<file path="config.mk">
export PLATFORM = sky130hd
export DESIGN_NAME = tcw_front
export DESIGN_NICKNAME = d
export VERILOG_FILES = /design/src/rtl/tcw_pkg.sv /design/src/rtl/tcw_front.sv
export SDC_FILE = /design/constraint.sdc
export NUM_CORES = 1
export LEC_CHECK = 0
export BUFFER_PORTS_ARGS = -buffer_cell sky130_fd_sc_hd__buf_2
export CAP_MARGIN = 10
export CORE_AREA = 3 3 40 42
export DETAILED_ROUTE_END_ITERATION = 12
export DIE_AREA = 0 0 43 45
export PLACE_DENSITY_LB_ADDON = 0.1
export SYNTH_ARGS = -nofsm -noshare
export SYNTH_HDL_FRONTEND = slang
export SYNTH_SLANG_ARGS = --single-unit
</file>
<file path="constraint.sdc">
create_clock -name vclk -period 1
set_input_delay 0.05 -clock vclk [all_inputs]
set_output_delay 0.05 -clock vclk [all_outputs]
set_load 0.01 [all_outputs]
</file>
<file path="src/rtl/tcw_pkg.sv">
// ----------------------------------------------------------------------------
// text console writer package
// field widths, codes, command and state types shared by the console blocks
// ----------------------------------------------------------------------------
package tcw_pkg;

  localparam int MODE_W  = 2;
  localparam int CHAR_W  = 8;
  localparam int INDEX_W = 11;
  localparam int CELL_W  = 16;
  localparam int COL_W   = 7;
  localparam int ROW_W   = 5;
  localparam int ATTR_W  = 8;

  localparam logic [MODE_W-1:0] MODE_WRITE = 2'd0;
  localparam logic [MODE_W-1:0] MODE_READ  = 2'd1;
  localparam logic [MODE_W-1:0] MODE_CLEAR = 2'd2;

  localparam logic [CHAR_W-1:0] LINE_FEED       = 8'd10;
  localparam logic [CHAR_W-1:0] CARRIAGE_RETURN = 8'd13;

  // black-on-black space
  localparam logic [CELL_W-1:0] BLANK_CELL = 16'h0020;
  localparam logic [ATTR_W-1:0] ATTR_RESET = 8'h07;

  typedef enum logic [2:0] {
    OP_PUT,
    OP_LF,
    OP_CR,
    OP_READ,
    OP_ZERO,
    OP_CLEAR
  } op_e;

  typedef struct packed {
    op_e                op;
    logic [CHAR_W-1:0]  char_code;
    logic [INDEX_W-1:0] cell_index;
  } cmd_t;

  typedef enum logic [2:0] {
    S_INIT,
    S_IDLE,
    S_READ,
    S_SCROLL,
    S_CLEAR,
    S_RESULT
  } back_state_e;

endpackage

</file>
<file path="src/rtl/tcw_front.sv">
// ----------------------------------------------------------------------------
// tcw front end
// accepts input items and turns them into engine commands
// ----------------------------------------------------------------------------
module tcw_front
  import tcw_pkg::*;
#(
  parameter int COLUMNS = 80,
  parameter int ROWS    = 25
) (
  input  logic               in_valid_i,
  output logic               in_stall_o,
  input  logic [MODE_W-1:0]  mode_i,
  input  logic [CHAR_W-1:0]  char_code_i,
  input  logic [INDEX_W-1:0] cell_index_i,
  input  logic               queue_full_i,
  input  logic               init_busy_i,
  output logic               push_o,
  output cmd_t               push_cmd_o
);

  localparam int CELL_COUNT = ROWS * COLUMNS;
  localparam int IXW = (INDEX_W > $clog2(CELL_COUNT + 1)) ? INDEX_W : $clog2(CELL_COUNT + 1);

  logic in_range;
  op_e  op;

  assign in_range = (IXW'(cell_index_i) < IXW'(CELL_COUNT));

  always_comb begin
    case (mode_i)
      MODE_WRITE: begin
        if (char_code_i == LINE_FEED) begin
          op = OP_LF;
        end else if (char_code_i == CARRIAGE_RETURN) begin
          op = OP_CR;
        end else begin
          op = OP_PUT;
        end
      end
      MODE_READ:  op = in_range ? OP_READ : OP_ZERO;
      MODE_CLEAR: op = OP_CLEAR;
      default:    op = OP_ZERO;
    endcase
  end

  // nothing enters while the store is being blanked after reset
  assign in_stall_o = queue_full_i || init_busy_i;
  assign push_o     = in_valid_i && !in_stall_o;

  assign push_cmd_o.op         = op;
  assign push_cmd_o.char_code  = char_code_i;
  assign push_cmd_o.cell_index = cell_index_i;

endmodule

</file>
==> flow_metrics.py <==
metrics = {
    "cells_and_area": {
        "layout_common_cells": "buf_2, nor2_1, nor2_4, nand4_1",
        "layout.nets": 85,
        "final_core_util_pct": 28.4,
        "final_cell_area_um2": 365,
        "final_common_cell": "buf_2",
        "instances_no_fill": 74,
        "n_sequential_cell": 0,
        "n_antenna_cell": 0,
        "clock_buffers": 0,
        "drive_above_1_share_pct": 78.0,
        "fillers": 143,
        "seqCellArea_um2": 0,
        "syn_to_final_growth_pct": 32.7,
    },
    "timing": {
        "rsz0062_at_grt": "false",
        "setup_tns_ps": 0,
        "whs_ps": 100,
        "fmax_mhz": 1120,
        "worst_slack_ps": 104,
        "finalCritPeriodShare_pct": 89.6,
        "setup_viol": 0,
        "hold_violations": 0,
        "max_slew_margin_pct": 86.6,
        "slew_violations": 0,
        "worst_pin_slew_ps": 200,
        "fin_crit_ps": 896,
    },
    "global_routing": {
        "grt_pass1_wl_um": 890,
        "antenna_found_initial": 0,
        "grt_max_degree": 6,
        "track_usage_pct": 5.56,
        "grt-ovfl-total": 0,
        "grt_pass1_vias": 207,
    },
    "placed_design": {
        "dp_hpwl_um": 595,
        "dpl.cell_count": 74,
        "pre_cts_ws_ps": 48.2,
        "gp_congestion": 0.615,
        "place_area_um2": 359,
        "numPortBuffers": 40,
    },
    "floorplan": {
        "floorplan.initialDensity_pct": 21.4,
        "core_mm2": 0.00128,
        "die_area_mm2": 0.00194,
        "die_h_um": 45,
        "die_x_um": 43,
        "io_pins": 48,
        "rows": 13,
    },
    "synth": {
        "syn_area_per_cell_um2": 7.44,
        "ys_types": 15,
        "synth_warnings": 0,
        "netlist_instances": 37,
        "yosys.area.top_type": "buf_4",
        "synthesis.nets": 61,
        "yosysSeqAreaShare_pct": 0,
        "netlist_area_um2": 275,
        "synth.top_cell.area_share_pct": 51.8,
        "synthTopCellsByArea": "buf_4, nor2_4, a221oi_2",
    },
    "drt": {
        "avgViaCountPerCell": 3.95,
        "drc": 0,
        "drt_wl_total_um": 648,
        "ant_nets": 0,
        "drt_iter0_markers": 1,
        "routed-via-count": 292,
        "wl_per_cell_um": 8.76,
        "dr.pass1.iters": 2,
    },
    "power_and_ir_drop": {
        "clockPowerShare_pct": 0,
        "pwr-share-comb_pct": 100.0,
        "internal-power_mw": 0.0779,
        "pwr-share-seq_pct": 0,
        "p_leak_nw": 0.211,
        "power_mw": 0.151,
        "peakVddDrop_v": 0.000117,
        "p_switching_mw": 0.0736,
        "p_per_area_mw_per_mm2": 415,
        "swShare_pct": 48.6,
    },
    "worst_hold_path": {
        "min_delay_worst_endpoint": "push_cmd_o[1]",
        "holdPathStages": 0,
        "hp-start": "cell_index_i[1]",
        "hp-class": "input port to output port",
    },
    "critical_path": {
        "cp-start-kind": "input port",
        "required_ps": 950,
        "worstSetupEndpointType": "output port",
        "path_class": "input port to output port",
        "critical_path.max_fanout": 2,
        "cp_data_arrival_time_ps": 850,
    },
    "clocking": {
        "cts-hold-fix-buffers": 0,
    },
    "outcome": {
        "status": "completed",
    },
    "job": {
        "maxCapViolCount": 0,
    },
}
## cells in the mapped netlist
cell      instances
and4bb_1          1
nand3_1           1
or2_2             1
o211ai_1          1
and2_1            1
nor3b_2           1
buf_4            19
a221oi_2          1
nor2_4            2
a21o_1            1
nand4_1           2
inv_1             1
a21oi_1           1
o21ai_0           1
nor2_1            3
## what timing repair did
action / CTS / global route
buffers inserted: 0 / 0
endpoints found under the setup margin: 0 / 1
resized for setup: 0 / 1
## worst max-delay path by stage
stage / cells after the start / start / to
floorplan: 3 / char_code_i[0] / push_cmd_o[19]
detailed placement: 5 / char_code_i[0] / push_cmd_o[19]
global route: 5 / cell_index_i[5] / push_cmd_o[19]
global placement: 5 / char_code_i[0] / push_cmd_o[19]
finish: 5 / cell_index_i[5] / push_cmd_o[19]
CTS: 5 / char_code_i[0] / push_cmd_o[19]
## critical path: stages
cell	delay (ps)
buf_2	100
o211ai_1	200
nor2_1	110
a221oi_2	210
buf_2	170
## logic make-up after synthesis
group,share of synthesized area (%)
AOI/OAI and AO/OA,14.5
buffers and inverters,53.2
and+or+nand+nor,32.3
## cell type report
cell class                 count  area (um2)  share of cell area [%]
inverter                       1        3.75                    1.03
tap                           15        18.8                    5.14
multi-input combinational     17         129                    35.3
timing repair buffer          41         214                    58.6
## power groups by stage
stage                     combinational [mW]  sequential (mW)  clock [mW]
final                                  0.151                0           0
after floorplan                        0.112                0           0
after global placement                 0.151                0           0
after detailed placement               0.150                0           0
after global routing                   0.168                0           0
after CTS                              0.151                0           0
## routing by layer
metal	GRT usage (%)	vias up	share of wire [%]
met5	0	-	0
met4	0.602	0	0.62
met3	0.797	2	23
met2	7.49	33	35
met1	9.29	106	41
li1	-	151	-
(Power assumes the default switching activity.)
