**config.mk**
```make
export PLATFORM = sky130hd
export DESIGN_NAME = tcw_queue
export DESIGN_NICKNAME = d
export VERILOG_FILES = /design/src/rtl/tcw_pkg.sv /design/src/rtl/tcw_queue.sv
export SDC_FILE = /design/constraint.sdc
export NUM_CORES = 1
export LEC_CHECK = 0
export BUFFER_PORTS_ARGS = -buffer_cell sky130_fd_sc_hd__buf_2
export CORE_ASPECT_RATIO = 1.25
export CORE_UTILIZATION = 33
export CTS_CLUSTER_DIAMETER = 100
export DETAILED_ROUTE_END_ITERATION = 8
export PLACE_DENSITY = 0.63
export SLEW_MARGIN = 25
export SYNTH_ARGS = -nofsm -noshare
export SYNTH_HDL_FRONTEND = slang
export SYNTH_SLANG_ARGS = --single-unit
```
**constraint.sdc**
```tcl
create_clock -name clk_i -period 1.9 [get_ports clk_i]
set_input_delay 0.19 -clock clk_i [delete_from_list [all_inputs] [get_ports clk_i]]
set_output_delay 0.19 -clock clk_i [all_outputs]
set_load 0.01 [all_outputs]
```
**src/rtl/tcw_pkg.sv**
```systemverilog
// ----------------------------------------------------------------------------
// text console writer package
// field widths, codes, command and state types shared by the console blocks
// ----------------------------------------------------------------------------
package tcw_pkg;

  localparam int MODE_W  = 2;
  localparam int CHAR_W  = 8;
  localparam int INDEX_W = 11;
  localparam int CELL_W  = 16;
  localparam int COL_W   = 7;
  localparam int ROW_W   = 5;
  localparam int ATTR_W  = 8;

  localparam logic [MODE_W-1:0] MODE_WRITE = 2'd0;
  localparam logic [MODE_W-1:0] MODE_READ  = 2'd1;
  localparam logic [MODE_W-1:0] MODE_CLEAR = 2'd2;

  localparam logic [CHAR_W-1:0] LINE_FEED       = 8'd10;
  localparam logic [CHAR_W-1:0] CARRIAGE_RETURN = 8'd13;

  // black-on-black space
  localparam logic [CELL_W-1:0] BLANK_CELL = 16'h0020;
  localparam logic [ATTR_W-1:0] ATTR_RESET = 8'h07;

  typedef enum logic [2:0] {
    OP_PUT,
    OP_LF,
    OP_CR,
    OP_READ,
    OP_ZERO,
    OP_CLEAR
  } op_e;

  typedef struct packed {
    op_e                op;
    logic [CHAR_W-1:0]  char_code;
    logic [INDEX_W-1:0] cell_index;
  } cmd_t;

  typedef enum logic [2:0] {
    S_INIT,
    S_IDLE,
    S_READ,
    S_SCROLL,
    S_CLEAR,
    S_RESULT
  } back_state_e;

endpackage

```
**src/rtl/tcw_queue.sv**
```systemverilog
// ----------------------------------------------------------------------------
// tcw command queue
// two-entry fifo of classified commands between front and back
// ----------------------------------------------------------------------------
module tcw_queue
  import tcw_pkg::*;
(
  input  logic clk_i,
  input  logic rst_ni,
  input  logic push_i,
  input  cmd_t push_cmd_i,
  output logic full_o,
  input  logic pop_i,
  output cmd_t pop_cmd_o,
  output logic empty_o
);

  localparam int DEPTH = 2;
  localparam int PW    = $clog2(DEPTH);

  cmd_t            entry_q [DEPTH];
  logic [PW-1:0]   wptr_q, wptr_d;
  logic [PW-1:0]   rptr_q, rptr_d;
  logic [PW:0]     count_q, count_d;

  assign full_o    = (count_q == (PW+1)'(DEPTH));
  assign empty_o   = (count_q == '0);
  assign pop_cmd_o = entry_q[rptr_q];

  always_comb begin
    wptr_d  = wptr_q;
    rptr_d  = rptr_q;
    count_d = count_q;
    if (push_i) begin
      wptr_d = wptr_q + 1'b1;
    end
    if (pop_i) begin
      rptr_d = rptr_q + 1'b1;
    end
    if (push_i && !pop_i) begin
      count_d = count_q + 1'b1;
    end else if (!push_i && pop_i) begin
      count_d = count_q - 1'b1;
    end
  end

  always_ff @(posedge clk_i or negedge rst_ni) begin
    if (!rst_ni) begin
      wptr_q  <= '0;
      rptr_q  <= '0;
      count_q <= '0;
    end else begin
      wptr_q  <= wptr_d;
      rptr_q  <= rptr_d;
      count_q <= count_d;
    end
  end

  always_ff @(posedge clk_i) begin
    if (push_i) begin
      entry_q[wptr_q] <= push_cmd_i;
    end
  end

endmodule

```
==> summary.md, run 1 <==
Synth
- **share of synthesized area occupied by flip-flops and latches** 79.9%
- **mean post-synth cell area** 21.2 sq um
- **leading cell type by number of instances after synthesis** sky130_fd_sc_hd__edfxtp_1
- **Netlist cell types** 11
- **net count after synthesis** 111
- **post-synth top area share** 74.3%
- **most instantiated cells after synthesis** sky130_fd_sc_hd__edfxtp_1 (44), sky130_fd_sc_hd__mux2_2 (22), sky130_fd_sc_hd__dfrtp_1 (4), sky130_fd_sc_hd__xor2_1 (4)
- **Mapped Area** 1780 sq um
- **post-synthesis async set-or-reset flop share** 8.33%
- **library cell occupying the most area in the post-synthesis netlist** sky130_fd_sc_hd__edfxtp_1
- **cell types occupying the most area after synthesis** sky130_fd_sc_hd__edfxtp_1 (74%), sky130_fd_sc_hd__mux2_2 (14%), sky130_fd_sc_hd__dfrtp_1 (5.6%)
- **Synth Flop Type** sky130_fd_sc_hd__edfxtp_1
- **Synth Instances** 84
- **number of flops mapped to enable cells by yosys** 44
- **Yosys warnings** 0
- **Synth Register Bits** 48

Setup path
- **nature of the critical path startpoint** flip-flop
- **required time worst endpoint** 1.71 ns
- **r2r startpoint** wptr_q$_DFFE_PN0P_
- **critical path start-end classification** flip-flop to output pin
- **end of the worst register-to-register path** entry_q[1][7]$_DFFE_PP_
- **depth of the worst register-to-register path** 2
- **top fanout value on the critical path** 23
- **Critical Path Sink Type** output pin
- **data arrival time of the critical path** 1.43 ns
- **R2R setup slack** 0.74 ns

Placement
- **input/output buffers** 49
- **HPWL after detailed placement** 1.93 mm
- **routability congestion estimate from global placement** 0.656

Route
- **wire length the detailed router placed on met1** 1.05 mm
- **number of nets with antenna violations after detailed routing** 0
- **routed wire length** 2.76 mm
- **met3 wire length** 189 um
- **wire length per cell** 13.5 um
- **topmost layer with routed signal wires** met4
- **DRC violation count after routing** 0
- **number of search-and-repair iterations in the first detailed-routing pass** 2
- **met2 routed wirelength** 1.47 mm
- **mean number of vias per cell** 4.42
- **vias after detailed routing** 902
- **DRC violation total after the first TritonRoute iteration** 24

Die
- **ports placed on the boundary** 50
- **number of placement rows** 29
- **Vert. Die Dim** 84.1 um
- **initial standard-cell utilization of the core** 34.8%
- **Placeable Area** 5120 sq um
- **horizontal die dimension** 67.7 um
- **DIE AREA** 5690 sq um

Cells and area
- **share of post-route cells with drive strength above 1** 57.0%
- **synthesis-to-layout area growth** 23.4%
- **Filler Cells Inserted** 488
- **number of diodes** 0
- **multi-input logic area** 333 sq um
- **total area of sequential cells** 1420 sq um
- **nets** 169

Power and ir drop
- **Total Power Consumption** 0.00295 W
- **PD cells** 1340 nW/um^2
- **leakage power summed over all cells** 0.847 nW
- **maximum resistive drop on vdd** 0.000593 V

Global route
- **maximum number of pins on one net before global-route repair** 24
- **leftover overflow at the end of global routing** 0
- **GRT Resource Usage Total** 11.0%
- **wire length of the first global-routing pass** 4.35 mm
- **antenna violations before repair** 0
- **vias in the first global route** 978

Timing
- **setup skew after layout** 0.00877 ns
- **setup_tns** 0 ns
- **setup repair after global routing missed its margin** no
- **Final min period** 1.62 ns
- **final setup vio count** 0
- **slew at the pin closest to its max-slew limit** 0.299 ns
- **Final Slew Violations** 0
- **Max Clock Freq** 616 MHz
- **Hold Fails Final Rpt** 0
- **Worst slew margin** 80.1%
- **final critical-path share of the clock period** 85.4%

Run status
- **result of the run** complete, no violations

CTS
- **CTS buffer count** 5
- **clock insertion delay at the later pin of the skew report** 0.29 ns
- **count of H-tree levels built during CTS** 2
- **number of gates resized after cts** 0
- **Post-CTS Repair Setup Buffers** 0
- **cts hold-fix bufs** 1
- **CTS sink cnt** 48
- **TritonCTS clock tree** built
- **clock transition time at the flip-flop clock pins of the worst setup and hold paths** 0.08 ns
- **Root Driver** sky130_fd_sc_hd__clkbuf_8
- **number of buffers on the longest clock path** 2

Flow run
- **reported max-cap violation count** 0

Hold path
- **type of the worst min-delay path** primary input to flip-flop
- **Hold Path Stages** 1
- **end of the worst hold path** entry_q[1][19]$_DFFE_PP_
- **origin of the worst min-delay path** push_cmd_i[19]

flip-flops by register name (all words and copies together), names as in the netlist:
name	cells
entry_q	44
count_q	2
rptr_q	1
wptr_q	1
cell type report:
type	count	share of cell area [%]
sequential	48	64.8
inverter	1	0.171
clock inverter	2	0.570
clock buffer	5	3.14
multi-input combinational	33	15.2
tap	62	3.53
timing repair buffer	53	12.7
worst max path at each step:
stage                             from                       to  slack, ns  depth (start not counted)
floorplan           wptr_q$_DFFE_PN0P_  entry_q[0][0]$_DFFE_PP_       0.09                          1
finish              rptr_q$_DFFE_PN0P_            pop_cmd_o[14]       0.28                          3
detailed placement  rptr_q$_DFFE_PN0P_            pop_cmd_o[14]       0.57                          3
global placement    rptr_q$_DFFE_PN0P_             pop_cmd_o[0]       0.59                          3
global route        rptr_q$_DFFE_PN0P_             pop_cmd_o[0]       0.19                          3
CTS                 rptr_q$_DFFE_PN0P_            pop_cmd_o[14]       0.24                          3
power by group:
part | internal [W] | switching, W | total, W
Clock | 0.000249 | 0.000298 | 0.000548
Combinational | 0.000444 | 0.000474 | 0.000918
Sequential | 0.00141 | 0.0000729 | 0.00148
Total | 0.00210 | 0.000845 | 0.00295
metrics by stage:
stage | util [%] | hold slack (ns) | worst slack, ns | area, sq um | instances
2_1_floorplan | - | -0.106 | 0.0942 | 1780 | 84
3_3_place_gp | 41.1 | -0.00298 | 0.587 | 2100 | 196
3_5_place_dp | 41.1 | 0.00316 | 0.569 | 2100 | 196
4_1_cts | 42.9 | 0.0719 | 0.242 | 2190 | 204
5_1_grt | 42.9 | 0.0646 | 0.188 | 2190 | 204
6_report | 42.9 | 0.0818 | 0.278 | 2190 | 204
metal layers:
| metal | vias to the layer above | track usage [%] |
|---|---|---|
| met1 | 431 | 10.9 |
| li1 | 433 | - |
| met5 | - | 0 |
| met3 | 6 | 4.64 |
| met4 | 0 | 5.61 |
| met2 | 32 | 18.7 |
cells by family (layout without fill, tap and decap cells):
family | count (synthesis) | count (layout) | share of synthesized area, %
XOR/XNOR | 5 | 5 | 2.46
adder cells (fa/ha/maj) | 1 | 1 | 0.704
buffers and inverters | 3 | 61 | 1.48
flip-flops | 48 | 48 | 79.9
multiplexers | 22 | 22 | 13.9
AND/OR/NAND/NOR | 5 | 5 | 1.48
critical path, cell delays in order, from the launching register on:
cell	delay [ns]
sky130_fd_sc_hd__dfrtp_1	0.33
sky130_fd_sc_hd__buf_4	0.29
sky130_fd_sc_hd__mux2_2	0.38
sky130_fd_sc_hd__buf_2	0.14
cell usage in the layout, fill, tap and decap left out, drive strengths merged:
cell type,instances
clkbuf,5
buf,52
nor2,2
dlygate4sd3,1
edfxtp,44
inv,1
dfrtp,4
xor2,4
ha,1
xnor2,1
mux2,22
clkinv,2
and2,1
nor2b,2
Note: power is estimated with default switching activity, not from simulation.
==> inputs of run 2 (changes only) <==
--- a/config.mk
+++ b/config.mk
@@ -10,7 +10,7 @@
 export CORE_UTILIZATION = 33
 export CTS_CLUSTER_DIAMETER = 100
 export DETAILED_ROUTE_END_ITERATION = 8
-export PLACE_DENSITY = 0.63
+export PLACE_DENSITY = 0.6
 export SLEW_MARGIN = 25
 export SYNTH_ARGS = -nofsm -noshare
 export SYNTH_HDL_FRONTEND = slang
==> summary.md, run 2 (same netlist as run 1, synthesis figures left out) <==
Run status
- **result of the run** complete, no violations

Timing
- **final setup vio count** 0
- **Hold Fails Final Rpt** 0
- **setup skew after layout** 0.00557 ns
- **Max Clock Freq** 582 MHz
- **slew at the pin closest to its max-slew limit** 0.279 ns
- **Final Slew Violations** 0
- **setup_tns** 0 ns
- **final critical-path share of the clock period** 90.5%
- **Final min period** 1.72 ns
- **Worst slew margin** 81.4%
- **setup repair after global routing missed its margin** no
- **post-layout worst setup margin** 0.181 ns

Global route
- **antenna violations before repair** 0
- **maximum number of pins on one net before global-route repair** 21
- **vias in the first global route** 948
- **wire length of the first global-routing pass** 4.55 mm
- **GRT Resource Usage Total** 11.5%
- **leftover overflow at the end of global routing** 0

Cells and area
- **top library cells by usage in the layout, fill and taps aside** sky130_fd_sc_hd__buf_2 (49), sky130_fd_sc_hd__edfxtp_1 (44), sky130_fd_sc_hd__mux2_2 (22), sky130_fd_sc_hd__clkbuf_8 (5), sky130_fd_sc_hd__buf_4 (5)
- **number of diodes** 0
- **share of post-route cells with drive strength above 1** 57.9%
- **Reg with most FFs** entry_q
- **leading cell type in the layout, fill and taps excluded** sky130_fd_sc_hd__buf_2
- **nets** 171
- **synthesis-to-layout area growth** 25.8%
- **Filler Cells Inserted** 469
- **largest registers in the final layout** entry_q: 44 flops, count_q: 2 flops
- **number of flip-flops under the largest register name** 44

Die
- **ports placed on the boundary** 50
- **DIE AREA** 5690 sq um
- **initial standard-cell utilization of the core** 34.8%
- **Vert. Die Dim** 84.1 um
- **Placeable Area** 5120 sq um
- **number of placement rows** 29
- **horizontal die dimension** 67.7 um

Power and ir drop
- **combinational fraction of design power** 29.9%
- **Clock power frac** 22.3%
- **PD cells** 1400 nW/um^2
- **maximum resistive drop on vdd** 0.000678 V
- **fraction of power consumed by sequential logic** 47.8%
- **net switching power** 0.000863 W
- **switching part of the total power** 27.6%
- **design internal power** 0.00226 W
- **leakage power summed over all cells** 0.871 nW

Route
- **DRC violation count after routing** 0
- **mean number of vias per cell** 4.42
- **wire length per cell** 14.2 um
- **number of nets with antenna violations after detailed routing** 0
- **routed wire length** 2.93 mm
- **number of search-and-repair iterations in the first detailed-routing pass** 2
- **vias after detailed routing** 915
- **DRC violation total after the first TritonRoute iteration** 47

Setup path
- **Critical Path Sink Type** output pin
- **nature of the critical path startpoint** flip-flop
- **required time worst endpoint** 1.71 ns
- **data arrival time of the critical path** 1.53 ns
- **top fanout value on the critical path** 20
- **critical path start-end classification** flip-flop to output pin

CTS
- **number of gates resized after cts** 0
- **CTS sink cnt** 48
- **cts hold-fix bufs** 1
- **TritonCTS clock tree** built
- **count of H-tree levels built during CTS** 2
- **clock transition time at the flip-flop clock pins of the worst setup and hold paths** 0.08 ns
- **CTS buffer count** 5
- **number of buffers on the longest clock path** 2
- **Root Driver** sky130_fd_sc_hd__clkbuf_8
- **Post-CTS Repair Setup Buffers** 0
- **clock insertion delay at the later pin of the skew report** 0.30 ns

Flow run
- **reported max-cap violation count** 0

Hold path
- **type of the worst min-delay path** primary input to flip-flop

Placement
- **HPWL after detailed placement** 2.10 mm
- **Post-Place Worst Slack** 0.481 ns
- **routability congestion estimate from global placement** 0.624
- **input/output buffers** 49

run 2: cell count changes in the layout (fill, tap and decap cells not counted), sizes merged:
cell / delta
clkbuf: +1
bufinv: +1
clkinv: -1
buf: +2
run 2: final cells by class:
class	instances	area, sq um	area share [%]
multi-input cells	33	333	14.9
clock buffers	6	72.6	3.25
well taps	62	77.6	3.47
clock inverters	2	35.0	1.57
inverters	1	3.75	0.168
flip-flops and latches	48	1420	63.6
repair buffers	55	293	13.1
run 2: worst max-delay path, stage by stage, from the launching register on:
cell and delay [ns]:
sky130_fd_sc_hd__dfrtp_1 0.40, sky130_fd_sc_hd__buf_4 0.31, sky130_fd_sc_hd__mux2_2 0.38, sky130_fd_sc_hd__buf_2 0.14
run 2: per-layer routing:
metal,track usage [%],wire (um),vias to the layer above
met5,0,0,-
met2,17.9,1470,36
met1,13.6,1200,435
met3,3.83,192,6
li1,-,-,438
met4,6.38,70,0
run 2: path summary, 6_finish.rpt:
| kind | from | end | slack, ns | cells past startpoint |
|---|---|---|---|---|
| worst max-delay path | rptr_q$_DFFE_PN0P_ | pop_cmd_o[15] | 0.18 | 3 |
| worst max register to register | wptr_q$_DFFE_PN0P_ | entry_q[0][6]$_DFFE_PP_ | 0.84 | 2 |
| worst min-delay path | push_cmd_i[8] | entry_q[1][8]$_DFFE_PP_ | 0.08 | 1 |
| max in group asynchronous | rst_ni | rptr_q$_DFFE_PN0P_ | 1.56 | 2 |
| worst min register to register | wptr_q$_DFFE_PN0P_ | wptr_q$_DFFE_PN0P_ | 0.50 | 1 |
| min in group asynchronous | rst_ni | count_q[1]$_DFFE_PN0P_ | 0.22 | 2 |
run 2: power by group through the flow:
| stage | clock network (W) | registers [W] | logic, W |
|---|---|---|---|
| detailed placement | 0 | 0.00152 | 0.000953 |
| CTS | 0.000719 | 0.00150 | 0.000958 |
| floorplan | 0 | 0.00150 | 0.000613 |
| finish | 0.000697 | 0.00149 | 0.000932 |
| global placement | 0 | 0.00151 | 0.000932 |
| global route | 0.000760 | 0.00152 | 0.00102 |
run 2: through the flow:
step	power, W	utilization [%]	std cells	hold slack (ns)	instance area [sq um]
after floorplan	0.00212	-	84	-0.106	1780
after global placement	0.00244	41.4	198	0.0000366	2120
after detailed placement	0.00247	41.4	198	0.00287	2120
after CTS	0.00318	43.7	207	0.0667	2240
after global routing	0.00330	43.7	207	0.0590	2240
final	0.00312	43.7	207	0.0770	2240
==> inputs of run 3 (changes only) <==
--- a/config.mk
+++ b/config.mk
@@ -5,12 +5,12 @@
 export SDC_FILE = /design/constraint.sdc
 export NUM_CORES = 1
 export LEC_CHECK = 0
-export BUFFER_PORTS_ARGS = -buffer_cell sky130_fd_sc_hd__buf_2
 export CORE_ASPECT_RATIO = 1.25
 export CORE_UTILIZATION = 33
 export CTS_CLUSTER_DIAMETER = 100
 export DETAILED_ROUTE_END_ITERATION = 8
-export PLACE_DENSITY = 0.6
+export DONT_BUFFER_PORTS = 1
+export PLACE_DENSITY = 0.51
 export SLEW_MARGIN = 25
 export SYNTH_ARGS = -nofsm -noshare
 export SYNTH_HDL_FRONTEND = slang
==> summary.md, run 3 (same netlist as run 1, synthesis figures left out) <==
Run status
- **result of the run** complete, no violations

Setup path
- **depth of the worst register-to-register path** 2
- **largest incremental delay on the critical path** 0.39 ns
- **critical path start-end classification** flip-flop to output pin
- **data arrival time of the critical path** 1.25 ns
- **CP Cell Sequence** buf_4 -> mux2_2
- **nature of the critical path startpoint** flip-flop
- **standard cell with the maximum stage delay on the critical path** sky130_fd_sc_hd__mux2_2
- **top fanout value on the critical path** 12
- **Critical Path Sink Type** output pin
- **required time worst endpoint** 1.71 ns

Placement
- **input/output buffers** 0
- **number of cells after detailed placement** 150
- **Post-Place Cell Area** 1880 sq um
- **HPWL after detailed placement** 2.00 mm
- **routability congestion estimate from global placement** 0.630

CTS
- **TritonCTS clock tree** built
- **Root Driver** sky130_fd_sc_hd__clkbuf_8
- **Post-CTS Repair Setup Buffers** 0
- **clock insertion delay at the later pin of the skew report** 0.29 ns
- **number of buffers on the longest clock path** 2
- **number of gates resized after cts** 0
- **clock transition time at the flip-flop clock pins of the worst setup and hold paths** 0.08 ns
- **CTS sink cnt** 48
- **cts hold-fix bufs** 25
- **CTS buffer count** 5
- **count of H-tree levels built during CTS** 2

Global route
- **GRT Resource Usage Total** 11.4%
- **leftover overflow at the end of global routing** 0
- **vias in the first global route** 961
- **antenna violations before repair** 0
- **maximum number of pins on one net before global-route repair** 14
- **wire length of the first global-routing pass** 4.57 mm

Route
- **DRC violation count after routing** 0
- **DRC violation total after the first TritonRoute iteration** 66
- **number of nets with antenna violations after detailed routing** 0
- **mean number of vias per cell** 4.70
- **routed wire length** 2.92 mm
- **wire length per cell** 16.1 um
- **vias after detailed routing** 856
- **number of search-and-repair iterations in the first detailed-routing pass** 3

Power and ir drop
- **PD cells** 1280 nW/um^2
- **leakage power summed over all cells** 0.767 nW
- **Total Power Consumption** 0.00284 W
- **maximum resistive drop on vdd** 0.000439 V

Die
- **horizontal die dimension** 67.7 um
- **Vert. Die Dim** 84.1 um
- **ports placed on the boundary** 50
- **Placeable Area** 5120 sq um
- **number of placement rows** 29
- **initial standard-cell utilization of the core** 34.8%
- **DIE AREA** 5690 sq um

Cells and area
- **top library cells by usage in the layout, fill and taps aside** sky130_fd_sc_hd__edfxtp_1 (44), sky130_fd_sc_hd__dlygate4sd3_1 (25), sky130_fd_sc_hd__mux2_2 (22), sky130_fd_sc_hd__buf_4 (6), sky130_fd_sc_hd__clkbuf_8 (5)
- **synthesis-to-layout area growth** 24.2%
- **number of flip-flops under the largest register name** 44
- **share of post-route cells with drive strength above 1** 29.2%
- **largest registers in the final layout** entry_q: 44 flops, count_q: 2 flops
- **fin cells** 182
- **leading cell type in the layout, fill and taps excluded** sky130_fd_sc_hd__edfxtp_1
- **total area of sequential cells** 1420 sq um
- **nets** 147
- **number of diodes** 0
- **Layout Cell Area excl Fill** 2210 sq um
- **Reg with most FFs** entry_q
- **Filler Cells Inserted** 456
- **multi-input logic area** 333 sq um

Flow run
- **reported max-cap violation count** 0

Timing
- **setup_tns** 0 ns
- **setup repair after global routing missed its margin** no
- **slew at the pin closest to its max-slew limit** 0.219 ns
- **Final min period** 1.44 ns
- **Worst slew margin** 85.4%
- **Max Clock Freq** 693 MHz
- **final critical-path share of the clock period** 75.9%
- **setup skew after layout** 0.00335 ns
- **final setup vio count** 0
- **Final Slew Violations** 0
- **Hold Fails Final Rpt** 0

Hold path
- **type of the worst min-delay path** primary input to flip-flop
- **Hold Path Stages** 2

## run 3: cell count changes in the layout (fill, tap and decap cells not counted), sizes merged
cell | before | now
buf | 54 | 6
dlygate4sd3 | 1 | 25
bufinv | 1 | 0
## run 3: routing by layer
metal | share of wire [%] | GRT usage [%] | vias up
met4 | 2.1 | 5.22 | 0
met2 | 52 | 19.3 | 32
li1 | - | - | 391
met1 | 37 | 11.2 | 426
met3 | 8.8 | 5.60 | 7
met5 | 0 | 0 | -
## run 3: worst max-delay path, delay by kind of cell (launching register included)
kind / cells / cell delay [ns]
buffers and inverters: 1 / 0.21
muxes: 1 / 0.39
DFF: 1 / 0.36
## run 3: final timing paths
kind,startpoint,end,slack (ns)
hold reg to reg,count_q[1]$_DFFE_PN0P_,count_q[1]$_DFFE_PN0P_,0.52
setup / recovery,rptr_q$_DFFE_PN0P_,pop_cmd_o[9],0.46
min in group asynchronous,rst_ni,count_q[0]$_DFFE_PN0P_,0.16
max in group asynchronous,rst_ni,rptr_q$_DFFE_PN0P_,1.57
setup reg to reg,wptr_q$_DFFE_PN0P_,entry_q[0][15]$_DFFE_PP_,0.82
hold / removal,push_i,count_q[0]$_DFFE_PN0P_,0.14
## run 3: per-stage QoR
stage                     utilization (%)  worst slack [ns]  hold slack, ns
after floorplan                         -            0.0942          -0.106
after global placement               36.8             0.774          -0.105
after detailed placement             36.8             0.768          -0.105
after CTS                            43.2             0.431           0.137
after global routing                 43.2             0.383           0.129
final                                43.2             0.458           0.143
## run 3: final cells by class
type / count / area share (%)
Inverter: 1 / 0.170
Clock inverter: 1 / 0.227
Timing Repair Buffer: 31 / 13.4
Multi-Input combinational cell: 33 / 15.1
Sequential cell: 48 / 64.4
Tap cell: 62 / 3.51
Clock buffer: 6 / 3.29
## run 3: power by group
group / switching [W] / internal, W / total (W)
Sequential: 0.0000773 / 0.00141 / 0.00149
Clock: 0.000301 / 0.000250 / 0.000551
Combinational: 0.000440 / 0.000357 / 0.000797
